--- src/rtl/dtfs_pkg.sv ---
package dtfs_pkg;

    // Field kinds as carried on the input operation field.
    localparam logic [2:0] KIND_SECOND = 3'd0;
    localparam logic [2:0] KIND_MINUTE = 3'd1;
    localparam logic [2:0] KIND_HOUR   = 3'd2;
    localparam logic [2:0] KIND_DAY    = 3'd3;
    localparam logic [2:0] KIND_MONTH  = 3'd4;
    localparam logic [2:0] KIND_YEAR   = 3'd5;

    // Result status codes.
    typedef enum logic [2:0] {
        ST_FINE      = 3'd0,
        ST_NOT_DIGIT = 3'd1,
        ST_MALFORMED = 3'd2,
        ST_RANGE     = 3'd3,
        ST_NO_READ   = 3'd4
    } status_t;

    // Character codes.
    localparam logic [7:0] CH_ZERO   = 8'h30;
    localparam logic [7:0] CH_NINE   = 8'h39;
    localparam logic [7:0] CH_SPACE  = 8'h20;
    localparam logic [7:0] CH_TAB    = 8'h09;
    localparam logic [7:0] CH_LF     = 8'h0A;
    localparam logic [7:0] CH_COLON  = 8'h3A;
    localparam logic [7:0] CH_DOT    = 8'h2E;
    localparam logic [7:0] CH_HYPHEN = 8'h2D;

    // Year limits.
    localparam logic [13:0] YEAR_MIN = 14'd1912;
    localparam logic [13:0] YEAR_MAX = 14'd9999;

    // Widths of the stream words.
    localparam int S_TDATA_W = 8;
    localparam int S_TUSER_W = 4;
    localparam int M_TDATA_W = 24;
    localparam int M_TUSER_W = 3;

    function automatic logic is_digit(input logic [7:0] c);
        return (c >= CH_ZERO) && (c <= CH_NINE);
    endfunction

    // Terminator accepted after the digits of each kind.
    function automatic logic is_term(input logic [2:0] kind, input logic [7:0] c);
        logic res;
        case (kind) inside
            KIND_SECOND, KIND_DAY: res = (c == CH_SPACE) || (c == CH_TAB) || (c == CH_LF);
            KIND_MINUTE, KIND_HOUR: res = (c == CH_COLON);
            default: res = (c == CH_DOT) || (c == CH_HYPHEN);
        endcase
        return res;
    endfunction

    // Tens/units pattern that keeps a two-digit field inside its range.
    function automatic logic pair_ok(input logic [2:0] kind, input logic [3:0] a,
                                     input logic [3:0] b);
        logic res;
        case (kind) inside
            KIND_SECOND, KIND_MINUTE: res = (a <= 4'd5);
            KIND_HOUR: res = (a <= 4'd1) || ((a == 4'd2) && (b <= 4'd3));
            KIND_DAY: res = (a <= 4'd2) || ((a == 4'd3) && (b <= 4'd1));
            default: res = (a == 4'd0) || ((a == 4'd1) && (b <= 4'd2));
        endcase
        return res;
    endfunction

endpackage

--- src/rtl/date_time_field_scanner_top.sv ---
// Date and time field scanner.
// The input channel (s_*) carries one character per transaction in s_tdata,
// with the field kind and an end-of-stream flag in s_tuser. The kind is taken
// only on the first character of a token. Second, minute, hour, day and month
// take one or two digits and a terminator; a year takes four digits and one
// terminator. When a token is decided, one transaction leaves on the output
// channel (m_*): status in m_tuser, value and rewind offset in m_tdata.
// One character per cycle when not stalled: all decoding is a single pass of
// logic from the scan state and the incoming character into the output
// register. A result appears on m_tvalid in the cycle after the character
// that decides it. If the receiver stalls while a result is held, s_tready
// drops until the result is taken; a character that decides nothing is still
// accepted when the output register is empty or being drained.
// Reset clears the scan state to idle between tokens and empties the output
// register; no result is pending after reset.
module date_time_field_scanner_top (
    input  logic                          clk,
    input  logic                          rst_n,
    input  logic                          s_tvalid,
    output logic                          s_tready,
    input  logic [dtfs_pkg::S_TDATA_W-1:0] s_tdata,  // [7:0] char_in
    input  logic [dtfs_pkg::S_TUSER_W-1:0] s_tuser,  // [2:0] operation, [3] stream_end
    output logic                          m_tvalid,
    input  logic                          m_tready,
    output logic [dtfs_pkg::M_TDATA_W-1:0] m_tdata,  // [13:0] value, [16:14] rewind_offset
    output logic [dtfs_pkg::M_TUSER_W-1:0] m_tuser   // [2:0] status
);

    logic [2:0]  pos_reg, pos_next;
    logic [2:0]  kind_reg, kind_next;
    logic [3:0]  d1_reg, d1_next;
    logic [3:0]  d2_reg, d2_next;
    logic [13:0] acc_reg, acc_next;
    logic [2:0]  early_reg, early_next;

    logic            out_valid_reg;
    dtfs_pkg::status_t out_status_reg;
    logic [13:0]     out_value_reg;
    logic [2:0]      out_off_reg;

    logic [2:0]  op;
    logic [7:0]  ch;
    logic        end_flag;
    logic        accept;
    logic        fire;
    dtfs_pkg::status_t res_status;
    logic [13:0] res_value;
    logic [2:0]  res_off;

    logic [2:0]  kind_cur;
    logic [2:0]  early_cur;
    logic [13:0] acc_cur;
    logic [3:0]  dig;
    logic [17:0] acc_times10;
    logic [6:0]  pair_val;
    logic [6:0]  pair_val_held;
    logic        ch_digit;
    logic        ch_term;
    logic        ch_year_term;
    logic        day_month;

    assign op       = s_tuser[2:0];
    assign end_flag = s_tuser[3];
    assign ch       = s_tdata[7:0];

    // The input side stalls only while a finished result waits.
    assign s_tready = !out_valid_reg || m_tready;
    assign accept   = s_tvalid && s_tready;

    // Values seen by the scan step; a new token starts from cleared state.
    assign kind_cur  = (pos_reg == 3'd0) ? op : kind_reg;
    assign early_cur = (pos_reg == 3'd0) ? 3'd0 : early_reg;
    assign acc_cur   = (pos_reg == 3'd0) ? 14'd0 : acc_reg;
    assign dig       = 4'(ch - dtfs_pkg::CH_ZERO);
    assign ch_digit  = dtfs_pkg::is_digit(ch);
    assign ch_term   = dtfs_pkg::is_term(kind_cur, ch);
    assign ch_year_term = (ch == dtfs_pkg::CH_DOT) || (ch == dtfs_pkg::CH_HYPHEN);
    assign day_month = (kind_cur == dtfs_pkg::KIND_DAY) || (kind_cur == dtfs_pkg::KIND_MONTH);
    assign acc_times10 = {acc_cur, 3'b000} + {3'b000, acc_cur, 1'b0};
    assign pair_val      = 7'({d1_reg, 3'b000} + {2'b00, d1_reg, 1'b0}) + 7'(dig);
    assign pair_val_held = 7'({d1_reg, 3'b000} + {2'b00, d1_reg, 1'b0}) + 7'(d2_reg);

    // Scan step: next state and the result a character decides.
    always_comb
    begin
        pos_next   = pos_reg;
        kind_next  = kind_reg;
        d1_next    = d1_reg;
        d2_next    = d2_reg;
        acc_next   = acc_reg;
        early_next = early_reg;
        fire       = 1'b0;
        res_status = dtfs_pkg::ST_FINE;
        res_value  = 14'd0;
        res_off    = 3'd0;

        if ((pos_reg == 3'd0) && end_flag)
        begin
            fire       = 1'b1;
            res_status = dtfs_pkg::ST_NO_READ;
        end
        else if ((pos_reg == 3'd0) && (op > dtfs_pkg::KIND_YEAR))
        begin
            kind_next  = op;
            fire       = 1'b1;
            res_status = dtfs_pkg::ST_MALFORMED;
            res_off    = 3'd1;
        end
        else
        begin
            if (pos_reg == 3'd0)
            begin
                kind_next  = op;
                d1_next    = 4'd0;
                d2_next    = 4'd0;
                acc_next   = 14'd0;
                early_next = 3'd0;
            end

            if (kind_cur == dtfs_pkg::KIND_YEAR)
            begin
                if (end_flag)
                begin
                    fire       = 1'b1;
                    res_status = (early_cur != 3'd0) ? dtfs_pkg::status_t'(early_cur)
                                                     : dtfs_pkg::ST_NO_READ;
                    res_off    = pos_reg;
                end
                else if (pos_reg < 3'd4)
                begin
                    // Note the first failure, else accumulate the digit.
                    if (early_cur == 3'd0)
                    begin
                        if (!ch_digit)
                            early_next = (pos_reg == 3'd0) ? 3'(dtfs_pkg::ST_NOT_DIGIT)
                                                           : 3'(dtfs_pkg::ST_MALFORMED);
                        else if ((pos_reg == 3'd0) && (ch == dtfs_pkg::CH_ZERO))
                            early_next = 3'(dtfs_pkg::ST_RANGE);
                        else
                            acc_next = 14'(acc_times10 + 18'(dig));
                    end
                    pos_next = pos_reg + 3'd1;
                end
                else
                begin
                    fire    = 1'b1;
                    res_off = 3'd5;
                    if (early_cur != 3'd0)
                        res_status = dtfs_pkg::status_t'(early_cur);
                    else if (!ch_year_term)
                        res_status = dtfs_pkg::ST_MALFORMED;
                    else if ((acc_cur >= dtfs_pkg::YEAR_MIN) && (acc_cur <= dtfs_pkg::YEAR_MAX))
                    begin
                        res_status = dtfs_pkg::ST_FINE;
                        res_value  = acc_cur;
                        res_off    = 3'd1;
                    end
                    else
                    begin
                        res_status = dtfs_pkg::ST_RANGE;
                        res_value  = acc_cur;
                    end
                end
            end
            else if (pos_reg == 3'd0)
            begin
                // First character of a one- or two-digit field.
                if (!ch_digit)
                begin
                    fire       = 1'b1;
                    res_status = dtfs_pkg::ST_NOT_DIGIT;
                    res_off    = 3'd1;
                end
                else
                begin
                    d1_next  = dig;
                    pos_next = 3'd1;
                end
            end
            else if (end_flag)
            begin
                fire       = 1'b1;
                res_status = dtfs_pkg::ST_NO_READ;
                res_off    = pos_reg;
            end
            else if (pos_reg == 3'd1)
            begin
                // Second character: terminator or second digit.
                if (ch_term)
                begin
                    fire = 1'b1;
                    if (day_month && (d1_reg == 4'd0))
                    begin
                        res_status = dtfs_pkg::ST_RANGE;
                        res_off    = 3'd2;
                    end
                    else
                    begin
                        res_value = 14'(d1_reg);
                        res_off   = 3'd1;
                    end
                end
                else if (!ch_digit)
                begin
                    fire       = 1'b1;
                    res_status = dtfs_pkg::ST_MALFORMED;
                    res_off    = 3'd2;
                end
                else
                begin
                    d2_next = dig;
                    if (!dtfs_pkg::pair_ok(kind_cur, d1_reg, dig))
                    begin
                        fire       = 1'b1;
                        res_status = dtfs_pkg::ST_RANGE;
                        res_value  = 14'(pair_val);
                        res_off    = 3'd2;
                    end
                    else
                        pos_next = 3'd2;
                end
            end
            else
            begin
                // Third character must terminate a two-digit field.
                fire    = 1'b1;
                res_off = 3'd3;
                if (ch_term)
                begin
                    if (day_month && (d1_reg == 4'd0) && (d2_reg == 4'd0))
                        res_status = dtfs_pkg::ST_RANGE;
                    else
                    begin
                        res_value = 14'(pair_val_held);
                        res_off   = 3'd1;
                    end
                end
                else
                    res_status = dtfs_pkg::ST_MALFORMED;
            end
        end

        if (fire)
            pos_next = 3'd0;
    end

    // Scan state registers.
    always_ff @(posedge clk or negedge rst_n)
    begin
        if (!rst_n)
        begin
            pos_reg   <= 3'd0;
            kind_reg  <= 3'd0;
            d1_reg    <= 4'd0;
            d2_reg    <= 4'd0;
            acc_reg   <= 14'd0;
            early_reg <= 3'd0;
        end
        else if (accept)
        begin
            pos_reg   <= pos_next;
            kind_reg  <= kind_next;
            d1_reg    <= d1_next;
            d2_reg    <= d2_next;
            acc_reg   <= acc_next;
            early_reg <= early_next;
        end
    end

    // Output register: loads a decided result, empties when taken.
    always_ff @(posedge clk or negedge rst_n)
    begin
        if (!rst_n)
            out_valid_reg <= 1'b0;
        else if (accept && fire)
            out_valid_reg <= 1'b1;
        else if (m_tready)
            out_valid_reg <= 1'b0;
    end

    always_ff @(posedge clk)
    begin
        if (accept && fire)
        begin
            out_status_reg <= res_status;
            out_value_reg  <= res_value;
            out_off_reg    <= res_off;
        end
    end

    assign m_tvalid = out_valid_reg;
    assign m_tuser  = out_status_reg;
    assign m_tdata  = {7'd0, out_off_reg, out_value_reg};

endmodule

--- config.mk ---
export PLATFORM = sky130hd
export DESIGN_NAME = date_time_field_scanner_top
export DESIGN_NICKNAME = d
export VERILOG_FILES = /design/src/rtl/dtfs_pkg.sv /design/src/rtl/date_time_field_scanner_top.sv
export SDC_FILE = /design/constraint.sdc
export NUM_CORES = 1
export LEC_CHECK = 0
export ABC_AREA = 0
export BUFFER_PORTS_ARGS = -buffer_cell sky130_fd_sc_hd__buf_2
export CAP_MARGIN = 20
export CORE_AREA = 3 3 103 76
export CTS_CLUSTER_DIAMETER = 100
export DETAILED_ROUTE_END_ITERATION = 8
export DIE_AREA = 0 0 106 79
export GPL_TIMING_DRIVEN = 0
export PLACE_DENSITY = 0.85
export SYNTH_ARGS = -nofsm -noshare
export SYNTH_HDL_FRONTEND = slang
export SYNTH_SLANG_ARGS = --single-unit
export TNS_END_PERCENT = 10
--- constraint.sdc ---
create_clock -name clk -period 8.9 [get_ports clk]
set_clock_uncertainty 0.1 [all_clocks]
set_input_delay 0.89 -clock clk [delete_from_list [all_inputs] [get_ports clk]]
set_output_delay 0.89 -clock clk [all_outputs]
set_load 0.01 [all_outputs]
==> results.yml <==
outcome:
  status: "finished, final reports clean"
cts:
  cts_tree: "built"
  hold_buffers: 0
  clkSinkCount: 52
  clkLatencyLatePin_ns: 0.33
  ctsResizeCount: 0
  clk_pin_slew_ns: 0.11
  cts_made_buffers: 5
  h-tree-depth: 2
  postCtsSetupBuffers: 0
  clock-root-buffer: "clkbuf_8"
  cts.path.max_buffers: 2
die:
  rows: 25
  dieHeight_um: 79
  initial_core_util: 0.616
  die_x_um: 106
  core_area_um2: 6760
  io_pins: 45
  die_area_um2: 8370
worst_hold_path:
  min_from: "acc_reg[8]$_DFFE_PN0P_"
  whs_path_depth: 2
  hold_path_class: "flip-flop to flip-flop"
  hold-path-endpoint: "acc_reg[8]$_DFFE_PN0P_"
worst_setup_path:
  cpPeakStageDelay_ns: 0.46
  worstReg2RegEnd: "acc_reg[13]$_DFFE_PN0P_"
  crit_arrival_ns: 4.63
  start_kind: "flip-flop"
  required_ns: 9.05
  r2r_start: "pos_reg[0]$_DFFE_PN0P_"
  cp_cell_sequence: "inv_1 > ha_1 > nand2b_1 > buf_4 > clkbuf_1 > clkbuf_1 > and2_1 > fa_1 > ha_1 > a21o_1 > a31oi_1 > a21oi_1 > a311oi_1 > a21oi_1 > mux2i_1 > nor3_1"
  worstSetupEndpointType: "flip-flop"
  r2r_cells: 16
  timing.critical_path.buf_inv: 4
  crit_family: "compound AO/OA/AOI/OAI gates"
  cp_max_fo: 10
  path_class: "flip-flop to flip-flop"
  rrSetupSlack_ns: 4.43
  cpMaxStageDelayCell: "fa_1"
timing:
  max_slew_margin: 0.462
  period_share: 0.503
  rsz0062_at_grt: "false"
  hold_viol_final: 0
  setup_viol: 0
  fmax_ghz: 0.223
  tightest_slew_ns: 0.807
  period_needed_ns: 4.47
  finalSetupTns_ns: 0
  finalMaxSlewViolations: 0
logic_synthesis:
  synth_area_leader_cell: "dfrtp_1"
  syn_inst: 443
  syn_area_um2: 4170
  synthArstFlopShare: 0.615
  synth_cell_types: 75
  synth_edf_count: 20
  ys_ff_latch: 52
  yosys_warnings: 0
  seq_area_frac_synth: 0.336
  syn-mean-instance-area_um2: 9.40
  synth_area_leaders: "dfrtp_1, edfxtp_1, ha_1"
  synth_most_common_cell: "nand2_1"
  synth_top_area_share: 0.192
  ys.flop_type: "dfrtp_1"
  synthTopCellsByCount: "nand2_1, ha_1, dfrtp_1, o21ai_0"
drt:
  vias: 3668
  dr.pass1.iters: 5
  detail_route.vias_per_cell: 6.25
  drc_errors: 0
  ant_nets: 0
  drt_iter0_drc: 407
  wl_per_cell_um: 17.8
  wl_um: 10500
layout:
  area_growth_pct: 10.0
  antennaDiodeCount: 0
  fin_nets: 546
  utilization: 0.678
  multi_input_area_um2: 2600
  fill_cells: 548
  seqCellArea_um2: 1400
  drive_above_1_share: 0.164
power:
  ir_worst_vdd_mv: 0.0719
  p_leak_uw: 0.00209
  power_per_cell_area_nw_per_um2: 105
global_route:
  overflow: 0
  grt_pass1_wl_um: 17100
  antenna_found_initial: 0
  grt_pass1_vias: 3414
  grt_start_max_net_pins: 33
  grtUsageTotal: 0.257
job:
  cap_violations: 0
place:
  dp_hpwl_um: 8010
  io_buffers: 34
  gp_congestion: 0.926
tightest hold or removal path, stage by stage, from the launching register on:
cell and delay [ns]:
dfrtp_1 0.35, nand2_1 0.05, o21ai_0 0.06
where the power goes:
group	leakage (µW)	switching (µW)	internal [µW]	total [µW]
Combinational	0.00141	46.5	28.5	75.1
Sequential	0.000636	6.52	259	265
Clock	0.0000388	85.4	54.8	140
Total	0.00209	138	342	481
worst max path at each step:
stage / startpoint / cells after the start / to
final: pos_reg[0]$_DFFE_PN0P_ / 16 / acc_reg[13]$_DFFE_PN0P_
after global routing: pos_reg[0]$_DFFE_PN0P_ / 16 / acc_reg[13]$_DFFE_PN0P_
after CTS: pos_reg[0]$_DFFE_PN0P_ / 16 / acc_reg[13]$_DFFE_PN0P_
after detailed placement: pos_reg[0]$_DFFE_PN0P_ / 16 / acc_reg[13]$_DFFE_PN0P_
after global placement: s_tdata[3] / 9 / out_value_reg[4]$_SDFFCE_PP0P_
after floorplan: pos_reg[0]$_DFFE_PN0P_ / 16 / acc_reg[13]$_DFFE_PN0P_
through the flow:
stage | worst slack [ns] | power [µW] | cells | cell area, µm² | hold slack (ns)
6_report | 4.43 | 481 | 587 | 4580 | 0.396
5_1_grt | 4.12 | 496 | 587 | 4580 | 0.425
4_1_cts | 4.45 | 479 | 586 | 4580 | 0.396
3_5_place_dp | 4.47 | 344 | 578 | 4490 | 0.374
3_3_place_gp | 4.33 | 340 | 577 | 4480 | 0.372
2_1_floorplan | 5.20 | 317 | 449 | 4190 | 0.349
routing by layer:
layer | wire length, µm | track usage | up-vias
met5 | 0 | 0 | -
met4 | 129 | 0.0621 | 0
met3 | 1020 | 0.0447 | 13
met2 | 4540 | 0.387 | 192
met1 | 4770 | 0.385 | 1739
li1 | - | - | 1724
layout by cell type (no fill, tap or decap), drive strengths merged, types with 3 or more instances in the layout:
master and count:
o21a 3, o31ai 3, and2 20, a21oi 27
dfrtp 32, nand3 4, a41oi 3, a211oi 4
o21ai 33, nor3 14, mux2i 6, mux2 5
buf 50, ha 33, nand2b 7, nor2 27
xnor2 11, nor2b 7, a22o 12, or2 7
edfxtp 20, a21o 12, a32oi 6, xor2 9
and3 4, fa 5, conb 7, inv 10
nor4 8, nand2 48, clkbuf 18, o41ai 3
layout make-up:
type / instances / area share
buffer: 26 / 0.0336
clock buffer: 6 / 0.0158
clock inverter: 2 / 0.00246
inverter: 10 / 0.00819
multi-input combinational: 361 / 0.567
sequential: 52 / 0.306
tap: 94 / 0.0257
timing repair buffer: 36 / 0.0415
cells by family (layout without fill, tap and decap cells):
| kind of cell | after synthesis | in the layout | synth area share |
|---|---|---|---|
| AOI/OAI and AO/OA | 130 | 130 | 0.223 |
| xor gates and xnor gates | 20 | 20 | 0.0421 |
| muxes | 11 | 11 | 0.0327 |
| and+or+nand+nor | 155 | 155 | 0.195 |
| buffers and inverters | 36 | 80 | 0.0460 |
| other | 1 | 7 | 0.000900 |
| DFF | 52 | 52 | 0.336 |
| adders and majority gates | 38 | 38 | 0.123 |
No activity file was read; power rests on OpenSTA's default activity.
